<file path="src/rtl/round_robin_task_table_assert.svh">
// Assertion macros for the round-robin task table.
`ifndef ROUND_ROBIN_TASK_TABLE_ASSERT_SVH
`define ROUND_ROBIN_TASK_TABLE_ASSERT_SVH

// Same-cycle implication, sampled on clk_i, off while rst_ni is low.
`define RRTT_ASSERT_NOW(label, ante, cons, msg) \
  label: assert property (@(posedge clk_i) disable iff (!rst_ni) (ante) |-> (cons)) \
    else $error(msg);

// Next-cycle implication, sampled on clk_i, off while rst_ni is low.
`define RRTT_ASSERT_NEXT(label, ante, cons, msg) \
  label: assert property (@(posedge clk_i) disable iff (!rst_ni) (ante) |=> (cons)) \
    else $error(msg);

`endif

</file>
<file path="src/rtl/rrtt_pkg.sv">
// Shared constants, command codes and control structs of the task table.
`timescale 1ns / 1ps
package rrtt_pkg;

  localparam int SLOTS      = 8;
  localparam int SLOT_W     = $clog2(SLOTS);
  localparam int ID_W       = 31;
  localparam int CMD_W      = 3;
  localparam int RSLOT_W    = 3;
  localparam int IN_DATA_W  = 40;
  localparam int OUT_DATA_W = 40;

  localparam logic [ID_W-1:0] ID_MAX = {ID_W{1'b1}};

  localparam logic [CMD_W-1:0] CMD_CREATE   = 3'd0;
  localparam logic [CMD_W-1:0] CMD_SCHEDULE = 3'd1;
  localparam logic [CMD_W-1:0] CMD_EXIT     = 3'd2;
  localparam logic [CMD_W-1:0] CMD_FIND     = 3'd3;
  localparam logic [CMD_W-1:0] CMD_DISPATCH = 3'd4;

  // controller to datapath
  typedef struct packed {
    logic ready;   // input side may take an item
    logic load;    // capture the incoming item
    logic pick;    // choose a slot, start the id read
    logic step;    // find: move the scan to the next slot
    logic judge;   // final read cycle: settle the find outcome
    logic commit;  // update the table and load the result register
  } ctl_t;

  // datapath to controller
  typedef struct packed {
    logic is_find;
    logic hit;
    logic last;
    logic out_free;
  } sts_t;

endpackage

</file>
<file path="src/rtl/rrtt_ctrl.sv">
// Controller state machine: sequences accept, slot pick, id read and commit.
`timescale 1ns / 1ps
module rrtt_ctrl (
  input  logic           clk_i,
  input  logic           rst_ni,
  input  logic           s_valid_i,
  input  rrtt_pkg::sts_t sts_i,
  output rrtt_pkg::ctl_t ctl_o
);

  localparam logic [1:0] S_IDLE   = 2'd0;
  localparam logic [1:0] S_PICK   = 2'd1;
  localparam logic [1:0] S_READ   = 2'd2;
  localparam logic [1:0] S_COMMIT = 2'd3;

  logic [1:0] state_q, state_d;

  always_comb begin
    state_d = state_q;
    ctl_o   = '0;
    unique case (state_q)
      S_IDLE: begin
        ctl_o.ready = 1'b1;
        if (s_valid_i) begin
          ctl_o.load = 1'b1;
          state_d    = S_PICK;
        end
      end
      S_PICK: begin
        ctl_o.pick = 1'b1;
        state_d    = S_READ;
      end
      S_READ: begin
        // find walks the id store until a hit or the last slot
        if (sts_i.is_find && !sts_i.hit && !sts_i.last) begin
          ctl_o.step = 1'b1;
        end else begin
          ctl_o.judge = 1'b1;
          state_d     = S_COMMIT;
        end
      end
      S_COMMIT: begin
        if (sts_i.out_free) begin
          ctl_o.commit = 1'b1;
          state_d      = S_IDLE;
        end
      end
      default: state_d = S_IDLE;
    endcase
  end

  always_ff @(posedge clk_i or negedge rst_ni) begin
    if (!rst_ni) begin
      state_q <= S_IDLE;
    end else begin
      state_q <= state_d;
    end
  end

endmodule

</file>
<file path="src/rtl/rrtt_dp.sv">
// Datapath: live flags, current task, id counter, id store and result register.
`timescale 1ns / 1ps
module rrtt_dp (
  input  logic                          clk_i,
  input  logic                          rst_ni,
  input  rrtt_pkg::ctl_t                ctl_i,
  input  logic [rrtt_pkg::CMD_W-1:0]    cmd_i,
  input  logic [rrtt_pkg::RSLOT_W-1:0]  slot_i,
  input  logic [rrtt_pkg::ID_W-1:0]     task_id_i,
  input  logic                          m_ready_i,
  output logic                          m_valid_o,
  output logic                          status_o,
  output logic [rrtt_pkg::RSLOT_W-1:0]  result_slot_o,
  output logic [rrtt_pkg::ID_W-1:0]     result_id_o,
  output rrtt_pkg::sts_t                sts_o
);

  localparam int SW = rrtt_pkg::SLOT_W;
  localparam int IW = rrtt_pkg::ID_W;

  // latched command
  logic [rrtt_pkg::CMD_W-1:0]   cmd_q;
  logic [rrtt_pkg::RSLOT_W-1:0] slot_q;
  logic [IW-1:0]                want_q;

  // table state; a slot is running exactly when it is live and current
  logic [rrtt_pkg::SLOTS-1:0] live_q;
  logic                       cur_valid_q;
  logic [SW-1:0]              cur_slot_q;
  logic [IW-1:0]              cnt_q;

  logic [SW-1:0] idx_q;
  logic          ok_q;

  // id store, only meaningful for live slots
  logic [IW-1:0] id_mem [rrtt_pkg::SLOTS];
  logic [IW-1:0] rd_q;
  logic          rd_en;
  logic [SW-1:0] rd_addr;

  logic          out_valid_q;
  logic          status_q;
  logic [rrtt_pkg::RSLOT_W-1:0] rslot_q;
  logic [IW-1:0] rid_q;

  logic          slot_in_range;
  logic [SW-1:0] slot_idx;
  logic [SW-1:0] pick_idx;
  logic          pick_ok;
  logic [SW-1:0] free_idx;
  logic          free_found;
  logic [SW-1:0] next_idx;
  logic          next_found;
  logic [IW-1:0] cnt_next;
  logic [IW-1:0] res_id;

  assign slot_in_range = 32'(slot_q) < rrtt_pkg::SLOTS;
  assign slot_idx      = SW'(slot_q);
  assign cnt_next      = (cnt_q == rrtt_pkg::ID_MAX) ? IW'(1) : cnt_q + IW'(1);

  // lowest dead slot: descending loop leaves the lowest one standing
  always_comb begin
    free_idx   = '0;
    free_found = 1'b0;
    for (int i = rrtt_pkg::SLOTS - 1; i >= 0; i--) begin
      if (!live_q[i]) begin
        free_idx   = SW'(i);
        free_found = 1'b1;
      end
    end
  end

  // first live slot after the current one, wrapping
  always_comb begin
    logic [SW:0] sum;
    next_idx   = '0;
    next_found = 1'b0;
    for (int k = rrtt_pkg::SLOTS - 1; k >= 1; k--) begin
      sum = {1'b0, cur_slot_q} + (SW+1)'(k);
      if (sum >= (SW+1)'(rrtt_pkg::SLOTS)) begin
        sum = sum - (SW+1)'(rrtt_pkg::SLOTS);
      end
      if (live_q[sum[SW-1:0]]) begin
        next_idx   = sum[SW-1:0];
        next_found = 1'b1;
      end
    end
  end

  always_comb begin
    pick_idx = '0;
    pick_ok  = 1'b0;
    unique case (cmd_q)
      rrtt_pkg::CMD_CREATE: begin
        pick_idx = free_idx;
        pick_ok  = free_found;
      end
      rrtt_pkg::CMD_SCHEDULE: begin
        pick_idx = next_found ? next_idx : cur_slot_q;
        pick_ok  = cur_valid_q && (next_found || live_q[cur_slot_q]);
      end
      rrtt_pkg::CMD_EXIT: begin
        pick_idx = slot_idx;
        pick_ok  = slot_in_range;
      end
      rrtt_pkg::CMD_DISPATCH: begin
        pick_idx = slot_idx;
        pick_ok  = slot_in_range && live_q[slot_idx];
      end
      default: begin
        // find settles its outcome in the scan; other codes fail
        pick_idx = '0;
        pick_ok  = 1'b0;
      end
    endcase
  end

  assign rd_en   = ctl_i.pick || ctl_i.step;
  assign rd_addr = ctl_i.pick ? pick_idx : idx_q + SW'(1);

  assign sts_o.is_find  = (cmd_q == rrtt_pkg::CMD_FIND);
  assign sts_o.hit      = live_q[idx_q] && (rd_q == want_q) && (want_q != '0);
  assign sts_o.last     = (idx_q == SW'(rrtt_pkg::SLOTS - 1));
  assign sts_o.out_free = !out_valid_q || m_ready_i;

  // a dead slot reads as id zero
  assign res_id = (cmd_q == rrtt_pkg::CMD_CREATE) ? cnt_next
                : (live_q[idx_q] ? rd_q : '0);

  always_ff @(posedge clk_i) begin
    if (ctl_i.load) begin
      cmd_q  <= cmd_i;
      slot_q <= slot_i;
      want_q <= task_id_i;
    end
  end

  always_ff @(posedge clk_i) begin
    if (ctl_i.commit && ok_q && cmd_q == rrtt_pkg::CMD_CREATE) begin
      id_mem[idx_q] <= cnt_next;
    end
    if (rd_en) begin
      rd_q <= id_mem[rd_addr];
    end
  end

  always_ff @(posedge clk_i or negedge rst_ni) begin
    if (!rst_ni) begin
      live_q      <= '0;
      cur_valid_q <= 1'b0;
      cur_slot_q  <= '0;
      cnt_q       <= '0;
      idx_q       <= '0;
      ok_q        <= 1'b0;
      out_valid_q <= 1'b0;
    end else begin
      if (ctl_i.pick) begin
        idx_q <= pick_idx;
        ok_q  <= pick_ok;
      end
      if (ctl_i.step) begin
        idx_q <= idx_q + SW'(1);
      end
      if (ctl_i.judge && sts_o.is_find) begin
        ok_q <= sts_o.hit;
      end
      if (ctl_i.commit && ok_q) begin
        case (cmd_q) inside
          rrtt_pkg::CMD_CREATE: begin
            live_q[idx_q] <= 1'b1;
            cnt_q         <= cnt_next;
          end
          rrtt_pkg::CMD_SCHEDULE, rrtt_pkg::CMD_DISPATCH: begin
            cur_slot_q  <= idx_q;
            cur_valid_q <= 1'b1;
          end
          rrtt_pkg::CMD_EXIT: begin
            live_q[idx_q] <= 1'b0;
            if (cur_slot_q == idx_q) begin
              cur_valid_q <= 1'b0;
            end
          end
          default: ;
        endcase
      end
      if (ctl_i.commit) begin
        out_valid_q <= 1'b1;
      end else if (m_ready_i) begin
        out_valid_q <= 1'b0;
      end
    end
  end

  always_ff @(posedge clk_i) begin
    if (ctl_i.commit) begin
      status_q <= !ok_q;
      rslot_q  <= ok_q ? rrtt_pkg::RSLOT_W'(idx_q) : '0;
      rid_q    <= ok_q ? res_id : '0;
    end
  end

  assign m_valid_o     = out_valid_q;
  assign status_o      = status_q;
  assign result_slot_o = rslot_q;
  assign result_id_o   = rid_q;

endmodule

</file>
<file path="src/rtl/round_robin_task_table.sv">
// Round-robin task table: top level with stream ports and checks.
//
// A table of SLOTS task slots (8), each dead, ready or running, driven by one
// command per input item (create, schedule, exit, find, dispatch) and
// answering each with exactly one result item. Every command passes through
// accept, slot pick, id store read and commit before the next item can be
// accepted. Find is the exception in the read step: it walks the single-port
// id store one slot per cycle until a hit or the last slot. A finished result
// sits in an output register, so the next item is accepted while it waits to
// be taken; commit stalls only if the previous result is still there. No
// clearing pass after reset is needed: the id store is qualified by per-slot
// live flags.
`timescale 1ns / 1ps
`include "round_robin_task_table_assert.svh"
module round_robin_task_table (
  input  logic                               clk_i,
  input  logic                               rst_ni,
  input  logic                               s_axis_tvalid_i,
  output logic                               s_axis_tready_o,
  // [33:3] task_id, [2:0] slot
  input  logic [rrtt_pkg::IN_DATA_W-1:0]     s_axis_tdata_i,
  // [2:0] cmd
  input  logic [rrtt_pkg::CMD_W-1:0]         s_axis_tuser_i,
  output logic                               m_axis_tvalid_o,
  input  logic                               m_axis_tready_i,
  // [33:3] result_id, [2:0] result_slot
  output logic [rrtt_pkg::OUT_DATA_W-1:0]    m_axis_tdata_o,
  // [0] status
  output logic                               m_axis_tuser_o
);

  rrtt_pkg::ctl_t ctl;
  rrtt_pkg::sts_t sts;

  logic [rrtt_pkg::RSLOT_W-1:0] result_slot;
  logic [rrtt_pkg::ID_W-1:0]    result_id;

  rrtt_ctrl u_ctrl (
    .clk_i     (clk_i),
    .rst_ni    (rst_ni),
    .s_valid_i (s_axis_tvalid_i),
    .sts_i     (sts),
    .ctl_o     (ctl)
  );

  rrtt_dp u_dp (
    .clk_i         (clk_i),
    .rst_ni        (rst_ni),
    .ctl_i         (ctl),
    .cmd_i         (s_axis_tuser_i),
    .slot_i        (s_axis_tdata_i[2:0]),
    .task_id_i     (s_axis_tdata_i[33:3]),
    .m_ready_i     (m_axis_tready_i),
    .m_valid_o     (m_axis_tvalid_o),
    .status_o      (m_axis_tuser_o),
    .result_slot_o (result_slot),
    .result_id_o   (result_id),
    .sts_o         (sts)
  );

  assign s_axis_tready_o = ctl.ready;
  assign m_axis_tdata_o  = {{(rrtt_pkg::OUT_DATA_W - rrtt_pkg::ID_W - rrtt_pkg::RSLOT_W){1'b0}},
                            result_id, result_slot};

  `RRTT_ASSERT_NEXT(a_accept_then_pick,
                    s_axis_tvalid_i && s_axis_tready_o,
                    ctl.pick && !s_axis_tready_o,
                    "accepted item not followed by slot pick")
  `RRTT_ASSERT_NEXT(a_commit_shows_result,
                    ctl.commit,
                    m_axis_tvalid_o,
                    "commit did not present a result")
  `RRTT_ASSERT_NOW(a_fail_is_zero,
                   m_axis_tvalid_o && m_axis_tuser_o,
                   m_axis_tdata_o == '0,
                   "failed result carries nonzero slot or id")

endmodule

</file>
<file path="config.mk">
export PLATFORM = sky130hd
export DESIGN_NAME = round_robin_task_table
export DESIGN_NICKNAME = d
export VERILOG_FILES = /design/src/rtl/rrtt_pkg.sv /design/src/rtl/rrtt_ctrl.sv /design/src/rtl/rrtt_dp.sv /design/src/rtl/round_robin_task_table.sv
export VERILOG_INCLUDE_DIRS = /design/src /design/src/rtl
export SDC_FILE = /design/constraint.sdc
export NUM_CORES = 1
export LEC_CHECK = 0
export ABC_AREA = 1
export BUFFER_PORTS_ARGS = -buffer_cell sky130_fd_sc_hd__buf_2
export CAP_MARGIN = 20
export CORE_MARGIN = 10
export CORE_UTILIZATION = 55
export DETAILED_ROUTE_END_ITERATION = 7
export PLACE_DENSITY = 0.74
export SYNTH_ARGS = -nofsm -noshare
export SYNTH_HDL_FRONTEND = slang
export SYNTH_SLANG_ARGS = --single-unit
export TNS_END_PERCENT = 10
</file>
<file path="constraint.sdc">
create_clock -name clk_i -period 2.88 [get_ports clk_i]
set_input_delay 0.144 -clock clk_i [delete_from_list [all_inputs] [get_ports clk_i]]
set_output_delay 0.144 -clock clk_i [all_outputs]
set_load 0.02 [all_outputs]
</file>
# Word level (Yosys, flattened, before mapping)
# Memories as Yosys holds them, arrays and structs flattened. A register that Yosys moved wholly into a read port is not among the register bits.
# Index checks and enable logic that the tools add are counted.
op_classes:
  n_eq_ne: 15
  n_mux: 92
  multipliers: 0
  order_cmp: 18
  shifts: 0
  bitwise_logic: 4
  reduce_logical: 32
  div_mod_pow: 0
  add_sub_neg: 16
ops:
  columns: ["operator", "n"]
  rows:
  - ["$mux 31", 3]
  - ["$mux 3", 26]
  - ["$mux 1", 41]
  - ["$lt 3x4->1 const B", 10]
  - ["$add 31x1->31 const B", 1]
  - ["$eq 31x31->1", 1]
  - ["$eq 31x31->1 const B", 1]
  - ["$reduce_bool 31->1", 1]
  - ["$bmux 1 s3", 10]
  - ["$ge 4x4->1 const B", 7]
  - ["$mux 8", 3]
  - ["$sub 3x1->3 const B", 7]
  - ["$add 3x3->4 const B", 4]
  - ["$reduce_bool 2->1", 6]
  - ["$mux 2", 5]
  - ["$logic_and 1x1->1", 9]
  - ["$pmux 3 s3", 1]
  - ["$reduce_and 3->1", 3]
  - ["$add 3x2->4 const B", 2]
  - ["$and 8x8->8", 1]
  - ["$not 8->8", 1]
  - ["$or 8x8->8", 1]
  - ["$pmux 2 s4", 1]
  - ["$eq 3x2->1 const B", 2]
  - ["other kinds (20)", 30]
word_totals:
  mem_bits_ro: 0
  inputBits: 47
  n_memories: 1
  latchBits: 0
  ff_bits: 122
  ramBits: 248
  out_inout_bits: 43
  wordCells: 192
memory_table:
  columns: ["name", "depth", "word_bits", "read_ports", "rd_ports_with_merged_regs", "write_ports", "line", "text"]
  rows:
  - ["u_dp.id_mem", 8, 31, 1, 1, 1, "rrtt_dp.sv:36", "logic [IW-1:0] id_mem [rrtt_pkg::SLOTS];"]

# Depth between registers and ports, before layout
depth:
  depth_word: 17
  mapped_depth: 25
  ltp_nobuf: 22

# Modules after synthesis
# From an unflattened synthesis, not the netlist that was laid out.
hier_totals:
  cells_unflattened: 1959
  area_unflattened_um2: 18881.9
modules_own_cells:
  columns: ["mod", "cells_per_inst", "n_inst", "seq_area_each_um2", "area_each_um2"]
  rows:
  - ["rrtt_dp", 1918, 1, 11741.3, 18601.6]
  - ["rrtt_ctrl", 34, 1, 50.0, 231.5]
  - ["round_robin_task_table", 7, 1, 0.0, 48.8]

# Worst setup path before layout
# OpenSTA, ideal clock, no wires.
synth_timing:
  kind: "register -> register"
  start: "reg u_dp.out_valid_q (netlist: u_dp.m_valid_o)"
  end: "mem u_dp.id_mem[2][0] (netlist name) (enable)"
  setup_ns: 0.419
  path_stages_with_launch: 10
  path_slack_ns: -0.207
  synth_period_minus_slack_ns: 3.087
  arrival_time_ns: 2.667
  required_time_ns: 2.461
  path_cell_list: "dfrtp_1 -> nand2_1 -> nand2_1 -> nor2_1 -> inv_1 -> nor2_1 -> inv_1 -> clkbuf_1 -> clkbuf_1 -> nor2_1"
synth_between:
  elab_chain_cells: 8
synth_lines:
  columns: ["element", "line", "text"]
  rows:
  - ["start, declared", "rrtt_dp.sv:41", "logic out_valid_q;"]
  - ["start signal, assigned", "rrtt_dp.sv:155", "out_valid_q <= 1'b0;"]
  - ["start signal, assigned", "rrtt_dp.sv:187", "out_valid_q <= 1'b1;"]
  - ["start signal, assigned", "rrtt_dp.sv:189", "out_valid_q <= 1'b0;"]
  - ["$logic_not 1->1", "rrtt_dp.sv:124", "assign sts_o.out_free = !out_valid_q || m_ready_i;"]
  - ["$logic_or 1x1->1", "rrtt_dp.sv:124", null]
  - ["$mux 1", "rrtt_ctrl.sv:43", "if (sts_i.out_free) begin"]
  - ["$mux 1", "rrtt_ctrl.sv:21", "unique case (state_q)"]
  - ["$logic_and 1x1->1 (2 in series)", "rrtt_dp.sv:139", "if (ctl_i.commit && ok_q && cmd_q == rrtt_pkg::CMD_CREATE) begin"]
  - ["$mux 1", "rrtt_dp.sv:139", null]
  - ["$mux 1 (implied by the code)", "rrtt_dp.sv:140", "id_mem[idx_q] <= cnt_next;"]
  - ["end, declared", "rrtt_dp.sv:36", null]
# Every way passes these cells.

# Worst setup path after layout
layout_timing:
  start: "reg u_dp.cur_slot_q[1]"
  end: "reg u_dp.rd_q[23], read port of u_dp.id_mem (data pin)"
layout_between:
  elab_chain_cells: 15
layout_lines:
  columns: ["element", "line", "text"]
  rows:
  - ["start, declared", "rrtt_dp.sv:29", "logic [SW-1:0] cur_slot_q;"]
  - ["start signal, assigned", "rrtt_dp.sv:174", "cur_slot_q <= idx_q;"]
  - ["$add 3x3->4", "rrtt_dp.sv:79", "sum = {1'b0, cur_slot_q} + (SW+1)'(k);"]
  - ["$ge 4x4->1 / $sub 3x1->3 (equally long branches)", "rrtt_dp.sv:80, rrtt_dp.sv:81", null]
  - ["$mux 3", "rrtt_dp.sv:80", "if (sum >= (SW+1)'(rrtt_pkg::SLOTS)) begin"]
  - ["$bmux 1 s3", "rrtt_dp.sv:83", "if (live_q[sum[SW-1:0]]) begin"]
  - ["$mux 1 (implied by the code)", "rrtt_dp.sv:83", null]
  - ["$mux 3 / $mux 1 (equally long branches) (7 in series)", "rrtt_dp.sv:83", null]
  - ["$mux 3 *", "rrtt_dp.sv:99", "pick_idx = next_found ? next_idx : cur_slot_q;"]
  - ["$pmux 3 s3 *", "rrtt_dp.sv:93", "unique case (cmd_q)"]
  - ["$mux 3 *", "rrtt_dp.sv:119", "assign rd_addr = ctl_i.pick ? pick_idx : idx_q + SW'(1);"]
  - ["end, declared", "rrtt_dp.sv:37", "logic [IW-1:0] rd_q;"]
# Every way passes the cells marked *; elsewhere a longest branch is shown, timed or not. The select of a mux whose other input is x is not followed.
# A chain may end at the register's enable or synchronous reset.

==> summary.txt <==
=================================================================================================================
First-pass GRT wire length                                                                           74520 microns
Area grow syn2layout                                                                                       24.34%
Worst reg2reg path endpoint                                                                          u_dp.rd_q[23]$_DFFE_PP_
Starting density of the core                                                                               55.50%
Final Instance Area                                                                                   22340 sq um
Maximum clock insertion buffer count                                                                            3
Total overflow reported by the global router                                                                    0
Clock slew at reported path FFs                                                                           0.06 ns
Utilization after layout                                                                                   69.01%
Overall die width                                                                                    200.7 microns
Power density over cell area                                                                         1107 nW/um^2
Crit. End Element                                                                                        register
RSZ-0062 raised after global routing                                                                          yes
Commonest non-fill, non-tap cell in the layout                                                       sky130_fd_sc_hd__nand3_1
Nature of the critical path startpoint                                                                   register
Yosys top cell area share                                                                                  58.67%
Post-Place Cell Area                                                                                  19580 sq um
Pin count of the biggest net entering global routing                                                           75
Compound-gate portion of the synthesized area                                                              4.464%
Maximum clock rate                                                                                      328.9 MHz
Average cell area after synthesis                                                                     10.76 sq um
Relative max-transition margin                                                                             54.29%
Arithmetic-cell share of the synthesized area counting full adders, half adders and majority gates        0.6268%
Leading cell types by total area after synthesis                                                     sky130_fd_sc_hd__edfxtp_1 (59%), sky130_fd_sc_hd__nand3_1 (11%), sky130_fd_sc_hd__dfrtp_1 (7.0%)
Number of nets with antenna violations after detailed routing                                                   0
Filler cell count in the final layout                                                                        2240
Number of cells on the worst reg-to-reg path                                                                   19
Async set or reset register ratio after synthesis                                                          12.47%
Setup Skew                                                                                             0.01958 ns
Clk_lat worst skew                                                                                        0.56 ns
DRT Wirelength                                                                                       50950 microns
Clock net sink count                                                                                          401
Number of H-tree branching levels                                                                               2
Highest-count cells in the layout ignoring fill and taps                                             sky130_fd_sc_hd__nand3_1 (353), sky130_fd_sc_hd__edfxtp_1 (351), sky130_fd_sc_hd__nand2_1 (307), sky130_fd_sc_hd__inv_1 (107), sky130_fd_sc_hd__buf_4 (83)
Ys Warns                                                                                                        0
Violations in the final reports                                                                      setup timing
Buffers on Ports                                                                                               77
Max-slew violations                                                                                             0
Cells after Synth                                                                                            1669
Via density per instance                                                                                    5.987
Final period demand of the worst path                                                                    3.040 ns
Final count of hold timing violations                                                                           0
Sequential element share of the synthesized area                                                           65.64%
Final clock period utilization by the worst path                                                           105.6%
Setup TNS                                                                                               -2.234 ns
Cell area after synthesis                                                                             17960 sq um
Path class of the lowest-slack min-delay path                                                        input pin to async pin
# diodes                                                                                                        0
CP Class                                                                                             register to register
Post-synthesis share of cell area spent on xor and xnor gates                                              2.145%
Mux contribution to synthesized area                                                                           0%
Die span in y                                                                                        200.7 microns
Clk Tree Root Cell                                                                                   sky130_fd_sc_hd__clkbuf_16
DP Worst Slack                                                                                         -0.1491 ns
CTS tree                                                                                                      yes
Num rows                                                                                                       66
Cell accounting for the most synthesized area                                                        sky130_fd_sc_hd__edfxtp_1
Simple-Gate Fraction of Synth Area                                                                         22.03%
Fraction of final layout cells sized beyond drive strength 1                                               19.62%
Total CTS buffers                                                                                              43
Number of endpoints failing setup at the final stage                                                           31
Number of distinct library cells after synthesis                                                               44
Measured slew at the worst slew-check pin                                                               0.6834 ns
Max-Cap Viols                                                                                                   0
Total DRC errors in the routed layout                                                                           0
Global-route usage over all layers                                                                         23.23%
Routability-driven placement congestion ratio                                                              0.9557
Top flip-flop cell by instance count after synthesis                                                 sky130_fd_sc_hd__edfxtp_1
Dominant combinational cell family by area after synthesis                                           simple AND/OR/NAND/NOR gates
Core ar.                                                                                              32370 sq um
Run status                                                                                           finished with violations
Number of DRC violations after detailed-routing iteration 0                                                  2009
Total leakage power                                                                                      8.494 nW
Required arrival time at the worst endpoint                                                               3.18 ns
DPL Wire Length                                                                                      29530 microns
Final worst setup slack                                                                                -0.1601 ns
Peak VDD IR                                                                                            0.001026 V
Count of vias placed by the detailed router                                                                 14090
Initial antenna violation count                                                                                 0
Reg2reg setup slack                                                                                      -0.16 ns
WL/cell                                                                                              21.65 microns
Count of state elements after synthesis                                                                       401
Launching point of the worst reg2reg path                                                            u_dp.cur_slot_q[1]$_DFFE_PN0P_
Arrival time of the worst setup path                                                                      3.34 ns
Count of flip-flops with a built-in enable after synthesis                                                    351
Post-route worst hold slack                                                                            0.05088 ns
First-pass iteration count of the detailed router                                                               6
Top-level I/O count                                                                                            90
Count of nets after finishing                                                                                1936
Top fanout value on the critical path                                                                           8
Full die area                                                                                         40290 sq um
Number of global-route vias before repair                                                                   13150
=================================================================================================================
[power breakdown]
part / leakage [nW] / switching, mW / internal (mW)
logic: 4.26 / 6.78 / 4.70
registers: 3.58 / 0.563 / 7.48
clock network: 0.651 / 2.18 / 3.03
[per-stage QoR]
| stage | power [mW] | cells |
|---|---|---|
| after floorplan | 13.89 | 1674 |
| after detailed placement | 17.02 | 2202 |
| after CTS | 22.89 | 2324 |
| after global routing | 25.94 | 2353 |
| after global placement | 16.74 | 2202 |
| final | 24.74 | 2353 |
[routing by layer]
layer	wire length [microns]	part of all wire, %	vias to the layer above	GRT usage [%]
met4	1549	3.0	0	8.061
li1	-	-	6346	-
met2	24070	47	798	37.18
met1	20360	40	6838	31.78
met5	0	0	-	0
met3	4976	9.8	106	3.615
[area by class of cell]
cell class	count	area [sq um]	area share [%]
well taps	442	553.0	2.476
multi-input cells	1065	5788	25.91
clock buffers	56	1167	5.226
repair buffers	253	2440	10.92
inverters	116	437.9	1.960
flip-flops and latches	401	11790	52.79
clock inverters	20	158.9	0.7114
[flip-flops by register name, summed over array words and instances (netlist names), 3 cells and up, named ones only]
signal              flops
u_dp.cur_slot_q         3
u_dp.result_slot_o      3
u_dp.want_q            31
u_dp.idx_q              3
u_dp.rd_q              31
u_dp.result_id_o       31
u_dp.cnt_q             31
u_dp.id_mem           248
u_dp.slot_idx           3
u_dp.cmd_q              3
[worst max-delay path by stage]
| stage | start | endpoint | slack (ns) | cells after the start |
|---|---|---|---|---|
| 4_1_cts | u_dp.cur_slot_q[1]$_DFFE_PN0P_ | u_dp.rd_q[18]$_DFFE_PP_ | -0.02 | 22 |
| 2_1_floorplan | u_dp.m_valid_o$_DFFE_PN0P_ | u_dp.id_mem[2][0]$_DFFE_PP_ | -0.21 | 9 |
| 3_3_place_gp | u_dp.cur_slot_q[0]$_DFFE_PN0P_ | u_dp.rd_q[15]$_DFFE_PP_ | -0.03 | 20 |
| 3_5_place_dp | u_dp.cur_slot_q[1]$_DFFE_PN0P_ | u_dp.rd_q[10]$_DFFE_PP_ | -0.15 | 18 |
| 6_report | u_dp.cur_slot_q[1]$_DFFE_PN0P_ | u_dp.rd_q[23]$_DFFE_PP_ | -0.16 | 19 |
| 5_1_grt | u_dp.cur_slot_q[0]$_DFFE_PN0P_ | u_dp.rd_q[23]$_DFFE_PP_ | -0.28 | 23 |
[Yosys cell counts (5+ instances only)]
cell / count
sky130_fd_sc_hd__nand3_1: 391
sky130_fd_sc_hd__edfxtp_1: 351
sky130_fd_sc_hd__nand2_1: 330
sky130_fd_sc_hd__inv_1: 111
sky130_fd_sc_hd__o21ai_0: 61
sky130_fd_sc_hd__nor2_1: 56
sky130_fd_sc_hd__dfrtp_1: 50
sky130_fd_sc_hd__a21oi_1: 48
sky130_fd_sc_hd__clkbuf_1: 38
sky130_fd_sc_hd__xor2_1: 38
sky130_fd_sc_hd__buf_2: 30
sky130_fd_sc_hd__a211oi_1: 20
sky130_fd_sc_hd__nand4_1: 20
sky130_fd_sc_hd__nor3_1: 20
sky130_fd_sc_hd__nor4_1: 19
sky130_fd_sc_hd__buf_6: 9
sky130_fd_sc_hd__ha_1: 9
sky130_fd_sc_hd__or2_2: 9
sky130_fd_sc_hd__buf_1: 8
sky130_fd_sc_hd__buf_4: 7
sky130_fd_sc_hd__xnor2_1: 6
sky130_fd_sc_hd__inv_2: 5
[kinds of logic (layout without fill, tap and decap cells)]
| family | count (synthesis) | in the layout |
|---|---|---|
| XOR/XNOR | 44 | 44 |
| AO/OA/AOI/OAI | 143 | 143 |
| AND/OR/NAND/NOR | 863 | 863 |
| adder cells (fa/ha/maj) | 9 | 9 |
| buffers and inverters | 208 | 445 |
| flip-flops | 401 | 401 |
| other | 1 | 6 |
[repair_timing]
action                     4_1_cts  5_1_grt
gates cloned                     3       13
setup endpoints to repair       32      150
pin swaps                        8       33
hold endpoints to repair        88        0
buffers inserted                 4       16
hold buffers                    39        0
gates resized for setup         24       91
[critical path: stages (launching register included)]
cell and delay, ns:
sky130_fd_sc_hd__dfrtp_1 0.40, sky130_fd_sc_hd__inv_2 0.07, sky130_fd_sc_hd__ha_4 0.29, sky130_fd_sc_hd__buf_8 0.14
sky130_fd_sc_hd__nand3_4 0.10, sky130_fd_sc_hd__nand3_4 0.11, sky130_fd_sc_hd__nand2_4 0.06, sky130_fd_sc_hd__nor3_4 0.25
sky130_fd_sc_hd__buf_4 0.15, sky130_fd_sc_hd__nand2_2 0.04, sky130_fd_sc_hd__nand2_2 0.06, sky130_fd_sc_hd__nand3_2 0.08
sky130_fd_sc_hd__nand3_2 0.09, sky130_fd_sc_hd__nand3_4 0.16, sky130_fd_sc_hd__buf_12 0.23, sky130_fd_sc_hd__clkbuf_16 0.16
sky130_fd_sc_hd__nand3_1 0.09, sky130_fd_sc_hd__nand3_1 0.12, sky130_fd_sc_hd__nand3_1 0.11, sky130_fd_sc_hd__nand2_1 0.06
No activity file was read; power rests on OpenSTA's default activity.
